$ cat src/design/stq_pkg.sv
// shared types and codes for the sorted timestamp request queue
package stq_pkg;

  typedef enum logic [1:0] {
    KIND_INSERT = 2'd0,
    KIND_REMOVE = 2'd1,
    KIND_READ   = 2'd2,
    KIND_CHECK  = 2'd3
  } kind_e;

  typedef enum logic [1:0] {
    ST_OK    = 2'd0,
    ST_FULL  = 2'd1,
    ST_RANGE = 2'd2
  } status_e;

  localparam int unsigned PosBits = 4;

  typedef struct packed {
    logic load;    // capture a request and its per-slot compare flags
    logic commit;  // update the slots and load the result register
  } stq_cmd_t;

endpackage

$ cat src/design/stq_if.sv
// request and result channel interfaces

interface stq_req_if #(
  parameter int STAMP_BITS  = 32,
  parameter int SOURCE_BITS = 8,
  parameter int HANDLE_BITS = 16
);
  logic                            valid;
  logic                            ready;
  logic [1:0]                      kind;
  logic [STAMP_BITS-1:0]           stamp;
  logic [SOURCE_BITS-1:0]          src;
  logic [HANDLE_BITS-1:0]          handle;
  logic [stq_pkg::PosBits-1:0]     position;

  modport source (output valid, kind, stamp, src, handle, position, input ready);
  modport sink   (input valid, kind, stamp, src, handle, position, output ready);
endinterface

interface stq_rsp_if #(
  parameter int STAMP_BITS  = 32,
  parameter int SOURCE_BITS = 8,
  parameter int HANDLE_BITS = 16,
  parameter int CNT_BITS    = 5
);
  logic                   valid;
  logic                   ready;
  logic [1:0]             status;
  logic [STAMP_BITS-1:0]  out_stamp;
  logic [SOURCE_BITS-1:0] out_source;
  logic [HANDLE_BITS-1:0] out_handle;
  logic                   found;
  logic [CNT_BITS-1:0]    occupancy;

  modport source (output valid, status, out_stamp, out_source, out_handle, found, occupancy,
                  input ready);
  modport sink   (input valid, status, out_stamp, out_source, out_handle, found, occupancy,
                  output ready);
endinterface

$ cat src/design/stq_ctrl.sv
// controller: request acceptance, commit sequencing and result valid
module stq_ctrl (
  input  logic              clk_i,
  input  logic              rst_ni,
  input  logic              req_valid_i,
  output logic              req_ready_o,
  output logic              rsp_valid_o,
  input  logic              rsp_ready_i,
  output stq_pkg::stq_cmd_t cmd_o
);

  typedef enum logic [1:0] {
    S_IDLE   = 2'b01,
    S_COMMIT = 2'b10
  } state_e;

  state_e state_q, state_d;
  logic   rsp_valid_q, rsp_valid_d;
  logic   slot_free;

  // result register can take a new value when empty or being drained
  assign slot_free   = !rsp_valid_q || rsp_ready_i;
  assign req_ready_o = (state_q == S_IDLE);
  assign rsp_valid_o = rsp_valid_q;

  always_comb begin
    state_d    = state_q;
    cmd_o      = '0;
    unique case (state_q)
      S_IDLE: begin
        if (req_valid_i) begin
          cmd_o.load = 1'b1;
          state_d    = S_COMMIT;
        end
      end
      S_COMMIT: begin
        if (slot_free) begin
          cmd_o.commit = 1'b1;
          state_d      = S_IDLE;
        end
      end
      default: state_d = S_IDLE;
    endcase
  end

  always_comb begin
    if (cmd_o.commit) begin
      rsp_valid_d = 1'b1;
    end else if (rsp_ready_i) begin
      rsp_valid_d = 1'b0;
    end else begin
      rsp_valid_d = rsp_valid_q;
    end
  end

  always_ff @(posedge clk_i or negedge rst_ni) begin
    if (!rst_ni) begin
      state_q     <= S_IDLE;
      rsp_valid_q <= 1'b0;
    end else begin
      state_q     <= state_d;
      rsp_valid_q <= rsp_valid_d;
    end
  end

endmodule

$ cat src/design/stq_datapath.sv
// datapath: row of compare-and-shift slots, entry count and result register
module stq_datapath #(
  parameter int DEPTH       = 16,
  parameter int STAMP_BITS  = 32,
  parameter int SOURCE_BITS = 8,
  parameter int HANDLE_BITS = 16,
  parameter int CNT_BITS    = 5
) (
  input  logic                        clk_i,
  input  logic                        rst_ni,
  input  stq_pkg::stq_cmd_t           cmd_i,
  input  logic [1:0]                  kind_i,
  input  logic [STAMP_BITS-1:0]       stamp_i,
  input  logic [SOURCE_BITS-1:0]      source_i,
  input  logic [HANDLE_BITS-1:0]      handle_i,
  input  logic [stq_pkg::PosBits-1:0] position_i,
  output logic [1:0]                  status_o,
  output logic [STAMP_BITS-1:0]       out_stamp_o,
  output logic [SOURCE_BITS-1:0]      out_source_o,
  output logic [HANDLE_BITS-1:0]      out_handle_o,
  output logic                        found_o,
  output logic [CNT_BITS-1:0]         occupancy_o
);

  localparam int PCMP_BITS = (CNT_BITS > stq_pkg::PosBits) ? CNT_BITS : stq_pkg::PosBits;

  logic [STAMP_BITS-1:0]  slot_stamp_q  [DEPTH];
  logic [SOURCE_BITS-1:0] slot_source_q [DEPTH];
  logic [HANDLE_BITS-1:0] slot_handle_q [DEPTH];
  logic [STAMP_BITS-1:0]  slot_stamp_d  [DEPTH];
  logic [SOURCE_BITS-1:0] slot_source_d [DEPTH];
  logic [HANDLE_BITS-1:0] slot_handle_d [DEPTH];

  logic [CNT_BITS-1:0] count_q, count_d;

  // captured request
  stq_pkg::kind_e         kind_q;
  logic [STAMP_BITS-1:0]  stamp_q;
  logic [SOURCE_BITS-1:0] source_q;
  logic [HANDLE_BITS-1:0] handle_q;
  logic                   pos_ok_q, full_q;

  // per-slot compare flags, evaluated against the slots at accept time
  logic [DEPTH-1:0] below_d, ge_d, eq_d, match_d;
  logic [DEPTH-1:0] below_q, ge_q, eq_q, match_q;

  logic [PCMP_BITS-1:0] pos_ext, cnt_ext;
  logic                 do_insert, do_remove;

  // result register
  stq_pkg::status_e       status_q;
  logic [STAMP_BITS-1:0]  res_stamp_q, res_stamp_d;
  logic [SOURCE_BITS-1:0] res_source_q, res_source_d;
  logic [HANDLE_BITS-1:0] res_handle_q, res_handle_d;
  logic                   found_q;
  stq_pkg::status_e       status_d;
  logic                   found_d;
  logic [STAMP_BITS-1:0]  sel_stamp;
  logic [SOURCE_BITS-1:0] sel_source;
  logic [HANDLE_BITS-1:0] sel_handle;

  assign pos_ext = PCMP_BITS'(position_i);
  assign cnt_ext = PCMP_BITS'(count_q);

  for (genvar i = 0; i < DEPTH; i++) begin : g_flag
    localparam logic [PCMP_BITS-1:0] Idx = PCMP_BITS'(i);
    logic in_use;
    assign in_use     = Idx < cnt_ext;
    assign below_d[i] = in_use && ((slot_stamp_q[i] < stamp_i) ||
                        ((slot_stamp_q[i] == stamp_i) && (slot_source_q[i] < source_i)));
    assign ge_d[i]    = Idx >= pos_ext;
    assign eq_d[i]    = Idx == pos_ext;
    assign match_d[i] = in_use && (slot_source_q[i] == source_i);
  end

  always_ff @(posedge clk_i) begin
    if (cmd_i.load) begin
      kind_q   <= stq_pkg::kind_e'(kind_i);
      stamp_q  <= stamp_i;
      source_q <= source_i;
      handle_q <= handle_i;
      pos_ok_q <= pos_ext < cnt_ext;
      full_q   <= count_q == CNT_BITS'(DEPTH);
      below_q  <= below_d;
      ge_q     <= ge_d;
      eq_q     <= eq_d;
      match_q  <= match_d;
    end
  end

  assign do_insert = (kind_q == stq_pkg::KIND_INSERT) && !full_q;
  assign do_remove = (kind_q == stq_pkg::KIND_REMOVE) && pos_ok_q;

  // each slot looks only at its neighbors and the captured request: insert shifts up, remove shifts down
  for (genvar i = 0; i < DEPTH; i++) begin : g_slot
    logic [STAMP_BITS-1:0]  prev_stamp, next_stamp;
    logic [SOURCE_BITS-1:0] prev_source, next_source;
    logic [HANDLE_BITS-1:0] prev_handle, next_handle;
    logic                   take_new;

    if (i == 0) begin : g_first
      assign prev_stamp  = stamp_q;
      assign prev_source = source_q;
      assign prev_handle = handle_q;
      assign take_new    = 1'b1;
    end else begin : g_inner
      assign prev_stamp  = slot_stamp_q[i-1];
      assign prev_source = slot_source_q[i-1];
      assign prev_handle = slot_handle_q[i-1];
      assign take_new    = below_q[i-1];
    end

    if (i == DEPTH - 1) begin : g_last
      assign next_stamp  = slot_stamp_q[i];
      assign next_source = slot_source_q[i];
      assign next_handle = slot_handle_q[i];
    end else begin : g_mid
      assign next_stamp  = slot_stamp_q[i+1];
      assign next_source = slot_source_q[i+1];
      assign next_handle = slot_handle_q[i+1];
    end

    always_comb begin
      slot_stamp_d[i]  = slot_stamp_q[i];
      slot_source_d[i] = slot_source_q[i];
      slot_handle_d[i] = slot_handle_q[i];
      if (do_insert && !below_q[i]) begin
        if (take_new) begin
          slot_stamp_d[i]  = stamp_q;
          slot_source_d[i] = source_q;
          slot_handle_d[i] = handle_q;
        end else begin
          slot_stamp_d[i]  = prev_stamp;
          slot_source_d[i] = prev_source;
          slot_handle_d[i] = prev_handle;
        end
      end else if (do_remove && ge_q[i]) begin
        slot_stamp_d[i]  = next_stamp;
        slot_source_d[i] = next_source;
        slot_handle_d[i] = next_handle;
      end
    end

    always_ff @(posedge clk_i) begin
      if (cmd_i.commit) begin
        slot_stamp_q[i]  <= slot_stamp_d[i];
        slot_source_q[i] <= slot_source_d[i];
        slot_handle_q[i] <= slot_handle_d[i];
      end
    end
  end

  // slot at the requested index, one-hot select
  always_comb begin
    sel_stamp  = '0;
    sel_source = '0;
    sel_handle = '0;
    for (int i = 0; i < DEPTH; i++) begin
      if (eq_q[i]) begin
        sel_stamp  = sel_stamp  | slot_stamp_q[i];
        sel_source = sel_source | slot_source_q[i];
        sel_handle = sel_handle | slot_handle_q[i];
      end
    end
  end

  always_comb begin
    status_d     = stq_pkg::ST_OK;
    res_stamp_d  = '0;
    res_source_d = '0;
    res_handle_d = '0;
    found_d      = 1'b0;
    count_d      = count_q;
    case (kind_q)
      stq_pkg::KIND_INSERT: begin
        if (full_q) begin
          status_d = stq_pkg::ST_FULL;
        end else begin
          count_d = count_q + CNT_BITS'(1);
        end
      end
      stq_pkg::KIND_REMOVE, stq_pkg::KIND_READ: begin
        if (!pos_ok_q) begin
          status_d = stq_pkg::ST_RANGE;
        end else begin
          res_stamp_d  = sel_stamp;
          res_source_d = sel_source;
          res_handle_d = sel_handle;
          if (kind_q == stq_pkg::KIND_REMOVE) begin
            count_d = count_q - CNT_BITS'(1);
          end
        end
      end
      stq_pkg::KIND_CHECK: found_d = |match_q;
      default: status_d = stq_pkg::ST_OK;
    endcase
  end

  always_ff @(posedge clk_i or negedge rst_ni) begin
    if (!rst_ni) begin
      count_q <= '0;
    end else if (cmd_i.commit) begin
      count_q <= count_d;
    end
  end

  always_ff @(posedge clk_i) begin
    if (cmd_i.commit) begin
      status_q     <= status_d;
      res_stamp_q  <= res_stamp_d;
      res_source_q <= res_source_d;
      res_handle_q <= res_handle_d;
      found_q      <= found_d;
    end
  end

  assign status_o     = status_q;
  assign out_stamp_o  = res_stamp_q;
  assign out_source_o = res_source_q;
  assign out_handle_o = res_handle_q;
  assign found_o      = found_q;
  assign occupancy_o  = count_q;

endmodule

$ cat src/design/sorted_timestamp_request_queue_top.sv
// top level of the sorted timestamp request queue
//
// Holds up to DEPTH entries (timestamp, source, handle) kept in ascending
// order of timestamp, ties by ascending source; a new entry goes ahead of
// entries with an equal key. Requests arrive on req_i (valid/ready) and each
// gives exactly one result on rsp_o (valid/ready): insert, remove at index,
// read at index, or presence check by source.
// A request is accepted only in the idle state; at that edge every slot
// compares itself against the request. At the commit edge, once the result
// register is free, the slot row shifts in one step and the result register
// is loaded, raising rsp_o.valid. An item passes the capture edge and then
// the commit edge of the compare-and-shift slot row.
// The next request may be taken while a result still waits in the output
// register; if the receiver stalls, the following commit waits until that
// result is taken, and req_i.ready stays low meanwhile.
// Reset empties the queue (occupancy zero) and drops any pending result;
// slot contents are not cleared and are never read while unused.
module sorted_timestamp_request_queue_top #(
  parameter int DEPTH       = 16,
  parameter int STAMP_BITS  = 32,
  parameter int SOURCE_BITS = 8,
  parameter int HANDLE_BITS = 16
) (
  input  logic     clk_i,
  input  logic     rst_ni,
  stq_req_if.sink  req_i,
  stq_rsp_if.source rsp_o
);

  localparam int CNT_BITS = $clog2(DEPTH + 1);

  stq_pkg::stq_cmd_t cmd;

  stq_ctrl u_ctrl (
    .clk_i       (clk_i),
    .rst_ni      (rst_ni),
    .req_valid_i (req_i.valid),
    .req_ready_o (req_i.ready),
    .rsp_valid_o (rsp_o.valid),
    .rsp_ready_i (rsp_o.ready),
    .cmd_o       (cmd)
  );

  stq_datapath #(
    .DEPTH       (DEPTH),
    .STAMP_BITS  (STAMP_BITS),
    .SOURCE_BITS (SOURCE_BITS),
    .HANDLE_BITS (HANDLE_BITS),
    .CNT_BITS    (CNT_BITS)
  ) u_datapath (
    .clk_i        (clk_i),
    .rst_ni       (rst_ni),
    .cmd_i        (cmd),
    .kind_i       (req_i.kind),
    .stamp_i      (req_i.stamp),
    .source_i     (req_i.src),
    .handle_i     (req_i.handle),
    .position_i   (req_i.position),
    .status_o     (rsp_o.status),
    .out_stamp_o  (rsp_o.out_stamp),
    .out_source_o (rsp_o.out_source),
    .out_handle_o (rsp_o.out_handle),
    .found_o      (rsp_o.found),
    .occupancy_o  (rsp_o.occupancy)
  );

endmodule

$ cat src/flat_wrapper.sv
// flat-port wrapper written by rule: the top's interface ports become plain ports
module sorted_timestamp_request_queue_top_flat 
#(
  parameter int DEPTH       = 16,
  parameter int STAMP_BITS  = 32,
  parameter int SOURCE_BITS = 8,
  parameter int HANDLE_BITS = 16
)
  (clk_i, rst_ni, req_i_valid, req_i_kind, req_i_stamp, req_i_src, req_i_handle, req_i_position, req_i_ready, rsp_o_valid, rsp_o_status, rsp_o_out_stamp, rsp_o_out_source, rsp_o_out_handle, rsp_o_found, rsp_o_occupancy, rsp_o_ready);
  stq_req_if #(.STAMP_BITS(STAMP_BITS), .SOURCE_BITS(SOURCE_BITS), .HANDLE_BITS(HANDLE_BITS)) req_i_i ();
  stq_rsp_if #(.STAMP_BITS(STAMP_BITS), .SOURCE_BITS(SOURCE_BITS), .HANDLE_BITS(HANDLE_BITS)) rsp_o_i ();
  input  logic clk_i;
  input  logic rst_ni;
  input wire logic [$bits(req_i_i.valid)-1:0] req_i_valid;
  input wire logic [$bits(req_i_i.kind)-1:0] req_i_kind;
  input wire logic [$bits(req_i_i.stamp)-1:0] req_i_stamp;
  input wire logic [$bits(req_i_i.src)-1:0] req_i_src;
  input wire logic [$bits(req_i_i.handle)-1:0] req_i_handle;
  input wire logic [$bits(req_i_i.position)-1:0] req_i_position;
  output wire logic [$bits(req_i_i.ready)-1:0] req_i_ready;
  output wire logic [$bits(rsp_o_i.valid)-1:0] rsp_o_valid;
  output wire logic [$bits(rsp_o_i.status)-1:0] rsp_o_status;
  output wire logic [$bits(rsp_o_i.out_stamp)-1:0] rsp_o_out_stamp;
  output wire logic [$bits(rsp_o_i.out_source)-1:0] rsp_o_out_source;
  output wire logic [$bits(rsp_o_i.out_handle)-1:0] rsp_o_out_handle;
  output wire logic [$bits(rsp_o_i.found)-1:0] rsp_o_found;
  output wire logic [$bits(rsp_o_i.occupancy)-1:0] rsp_o_occupancy;
  input wire logic [$bits(rsp_o_i.ready)-1:0] rsp_o_ready;
  assign req_i_i.valid = req_i_valid;
  assign req_i_i.kind = req_i_kind;
  assign req_i_i.stamp = req_i_stamp;
  assign req_i_i.src = req_i_src;
  assign req_i_i.handle = req_i_handle;
  assign req_i_i.position = req_i_position;
  assign req_i_ready = req_i_i.ready;
  assign rsp_o_valid = rsp_o_i.valid;
  assign rsp_o_status = rsp_o_i.status;
  assign rsp_o_out_stamp = rsp_o_i.out_stamp;
  assign rsp_o_out_source = rsp_o_i.out_source;
  assign rsp_o_out_handle = rsp_o_i.out_handle;
  assign rsp_o_found = rsp_o_i.found;
  assign rsp_o_occupancy = rsp_o_i.occupancy;
  assign rsp_o_i.ready = rsp_o_ready;
  sorted_timestamp_request_queue_top #(.DEPTH(DEPTH), .STAMP_BITS(STAMP_BITS), .SOURCE_BITS(SOURCE_BITS), .HANDLE_BITS(HANDLE_BITS)) u_core (.clk_i(clk_i), .rst_ni(rst_ni), .req_i(req_i_i), .rsp_o(rsp_o_i));
endmodule
$ cat config.mk
export PLATFORM = sky130hd
export DESIGN_NAME = sorted_timestamp_request_queue_top_flat
export DESIGN_NICKNAME = d
export VERILOG_FILES = /design/src/design/stq_pkg.sv /design/src/design/stq_if.sv /design/src/design/stq_ctrl.sv /design/src/design/stq_datapath.sv /design/src/design/sorted_timestamp_request_queue_top.sv /design/src/flat_wrapper.sv
export SDC_FILE = /design/constraint.sdc
export NUM_CORES = 2
export LEC_CHECK = 0
export BUFFER_PORTS_ARGS = -buffer_cell sky130_fd_sc_hd__buf_2
export CORE_ASPECT_RATIO = 1.1
export CORE_MARGIN = 2
export CORE_UTILIZATION = 50
export CTS_BUF_LIST = sky130_fd_sc_hd__clkbuf_4
export DETAILED_ROUTE_END_ITERATION = 10
export PLACE_DENSITY_LB_ADDON = 0.15
export SYNTH_ARGS = -nofsm -noshare
export SYNTH_HDL_FRONTEND = slang
export SYNTH_SLANG_ARGS = --single-unit
$ cat constraint.sdc
create_clock -name clk_i -period 13.9 [get_ports clk_i]
set_clock_uncertainty 0.15 [all_clocks]
set_input_delay 2.78 -clock clk_i [delete_from_list [all_inputs] [get_ports clk_i]]
set_output_delay 2.78 -clock clk_i [all_outputs]
set_load 0.01 [all_outputs]
==> impl_results.md <==
* Status: finished, final reports clean
* Mapped Area at 69900 sq um
* Drt total wl at 322000 um
* Unique masters post-synth at 73
* Nature of the critical path endpoint: register
* Detailed placement HPWL at 204000 um
* Clock slew at reported path FFs at 70 ps
* Grt total ovfl at 0
* Pleak at 29.8 nW
* Drt pass-1 iters at 10
* Hold Path Sink: u_core.u_ctrl.rsp_valid_o
* Most frequent cells in the layout: edfxtp_1, a21oi_1, nor2_1, mux2i_1, ha_1
* Primary FF master, synth: edfxtp_1
* Via-to-Cell Ratio at 7.20
* Total power at 9.11 mW
* # IOs at 132
* Syn Nets at 7171
* Worst hold path class: register to register
* Routed vias at 62100
* Synth area leaders: edfxtp_1, ha_1, mux2i_1, a21oi_1, nor2_1
* Final Max Tran Viols at 0
* Fin nets at 7301
* Hold depth at 2
* Hold_buf cts at 0
* DR iter-0 viols at 10500
* Final setup viols at 0
* Initial cell density of the core at 50.5%
* RSZ-0062 raised after global routing: false
* Post-CTS Setup Bufs at 0
* Die W at 360 um
* Largest net degree at the start of global routing at 85
* Std-Cell Rows at 143
* Period utilisation layout at 39.2%
* GR Util All Layers at 43.7%
* WS Path Type: input port to register
* Post-cts gate resize count at 0
* Placer congestion estimate at 1.07
* Worst relative slew slack at 3.65%
* Fin. Hold Viols at 0
* R2R Path Start: u_core.u_datapath.kind_q[1]
* Avg Synthesized Cell Area at 10.8 sq um
* Pwr/cell area at 120 nW/um^2
* Cell taking the most area after synthesis: edfxtp_1
* Max-cap check violation count at 0
* CTS tree: done
* Reg2Reg Depth at 8
* Largest buffer count on any clock path at 4
* Fmax at 0.184 GHz
* Fillers at 12400
* Synth top area share at 46.3%
* Peak supply drop at 0.128 mV
* Yosys Warn Count at 0
* TNS Setup at 0 ps
* Least-Margin Pin Slew at 1430 ps
* Core area at 138000 sq um
* Most common cell after layout, fill and taps aside: edfxtp_1
* CP max stage cell: nor3_1
* Critical path, cell by cell: buf_2 -> inv_1 -> ha_1 -> nand4_1 -> nor3_1 -> a21boi_0 -> o31ai_1 -> o211ai_1 -> o21ai_1
* Post-synth ARST share at 0.737%
* Worst-path maximum fanout at 16
* Critical Path AT at 6380 ps
* Global-route wire length before repair at 441000 um
* Critical path launch point type: input port
* Seq/Total Area, Yosys at 46.6%
* CTS Sinks at 1085
* Full die area at 143000 sq um
* DRC Markers at 0
* Post-DRT Antenna Nets at 0
* Clock buffer count from CTS at 319
* CTS root buffer: clkbuf_4
* WP data required at 14830 ps
* Non-Filler Instances at 8618
* R2r endpoint: u_core.u_datapath.slot_stamp_q[0][134]
* EDFF count, synth at 1077
* Post-DR wirelength/cell at 37.3 um
* Synth Register Bits at 1085
* Input/output buffers at 131
* Tmin final at 5450 ps
* Die Span Y at 396 um
* Antenna violations before repair at 17
* Reg2Reg Setup Slack at 9460 ps
* Dpl cells at 8075
* Hold_sp: u_core.u_ctrl.state_q[1]
* Vias in the first global route at 58300
* Area delta synth->final at 8.62%
* Synth Instances at 6454
* Worst-Skew Late Latency at 1410 ps
* Share of layout cells above drive strength 1 at 13.1%
* Max incr delay on CP at 1120 ps
* H-tree depth at 5
-- sequential cells by signal (all words and copies together) (netlist names) --
name and count:
u_core.u_datapath.out_stamp_o 32, u_core.u_datapath.found_o 1, u_core.u_datapath.status_o 2, u_core.u_datapath.g_slot.prev_source 8, u_core.u_datapath.slot_handle_q 256, u_core.u_datapath.out_handle_o 16
u_core.u_datapath.out_source_o 8, u_core.u_ctrl.state_q 2, u_core.u_datapath.occupancy_o 5, u_core.u_datapath.ge_q 15, u_core.u_datapath.pos_ok_q 1, u_core.u_datapath.full_q 1
u_core.u_datapath.eq_q 15, u_core.u_datapath.slot_stamp_q 512, u_core.u_datapath.kind_q 2, u_core.u_ctrl.rsp_valid_o 1, u_core.u_datapath.match_q 16, u_core.u_datapath.g_slot.prev_stamp 32
u_core.u_datapath.slot_source_q 128, u_core.u_datapath.g_slot.prev_handle 16, u_core.u_datapath.below_q 16
-- Yosys cell counts (all sizes together), types with 8 or more instances --
cell / count
nand4: 118
o211ai: 18
nand3: 65
mux2: 109
buf: 250
a2111oi: 8
nand2b: 29
and2: 9
a221oi: 176
nand2: 124
edfxtp: 1077
a21oi: 1012
nor4: 22
a21o: 45
nor2: 907
a22oi: 112
mux2i: 786
ha: 651
nor3: 52
a21boi: 11
a31oi: 61
a211oi: 12
inv: 101
clkbuf: 203
and4: 12
a22o: 171
and3: 57
o21ai: 112
nor2b: 54
-- how the worst max path moves through the flow --
stage / startpoint / endpoint / slack, ps
floorplan: rsp_o_ready / u_core.u_datapath.slot_handle_q[1][112] / 6240
global placement: req_i_stamp[29] / u_core.u_datapath.below_q[11] / 7360
detailed placement: req_i_stamp[31] / u_core.u_datapath.below_q[11] / 7350
CTS: u_core.u_datapath.occupancy_o[3] / rsp_o_occupancy[3] / 8570
global route: u_core.u_datapath.occupancy_o[3] / rsp_o_occupancy[3] / 8460
finish: req_i_stamp[15] / u_core.u_datapath.below_q[1] / 8450
-- critical path, delay by kind of cell --
kind / cells / cell delay [ps]
AND/OR/NAND/NOR: 2 / 1350
buffers and inverters: 2 / 670
adder cells (fa/ha/maj): 1 / 320
AO/OA/AOI/OAI: 4 / 1230
-- cells by family (layout without fill, tap and decap cells) --
| group | count (synthesis) | after routing | synth area share [%] |
|---|---|---|---|
| fa+ha+maj | 651 | 651 | 11.7 |
| xor+xnor | 5 | 5 | 0.0627 |
| simple gates | 1470 | 1470 | 9.39 |
| other cells | 0 | 17 | 0 |
| mux | 895 | 895 | 13.0 |
| flops | 1085 | 1085 | 46.6 |
| buf+inv | 554 | 889 | 3.40 |
| compound gates | 1794 | 1794 | 15.9 |
-- area by class of cell --
class | instances | area (sq um) | share of cell area (%)
Antenna cell | 17 | 42.5 | 0.0561
Clock buffer | 463 | 3480 | 4.58
Clock inverter | 63 | 350 | 0.462
Inverter | 101 | 382 | 0.503
Multi-Input combinational cell | 4815 | 35200 | 46.4
Sequential cell | 1085 | 32500 | 42.9
Tap cell | 1812 | 2270 | 2.99
Timing Repair Buffer | 262 | 1640 | 2.16
-- layer usage --
metal  up-vias  routed length (um)  global-route usage (%)  part of all wire, %
li1      25300                   -                       -                    -
met1     29700              114000                    53.9                   35
met2      5534              134000                    64.1                   42
met3      1552               45100                    15.1                   14
met4        26               27900                    31.0                  8.7
met5         -                 333                   0.507                 0.10
-- through the flow --
stage / setup slack (ps) / utilization [%] / cell area, sq um / hold WS (ps)
6_report: 8450 / 54.8 / 75900 / 358
3_3_place_gp: 7360 / 52.0 / 72000 / 366
3_5_place_dp: 7350 / 52.0 / 72000 / 371
4_1_cts: 8570 / 54.8 / 75800 / 350
5_1_grt: 8460 / 54.8 / 75900 / 422
2_1_floorplan: 6240 / - / 69900 / 335
-- report_power, final --
group          internal, mW  switching, mW  total, mW
logic                 0.664           1.47       2.14
clock network          1.59           1.51       3.10
registers              3.71          0.161       3.87
total                  5.96           3.15       9.11
Power figures use the tool's default switching activity.
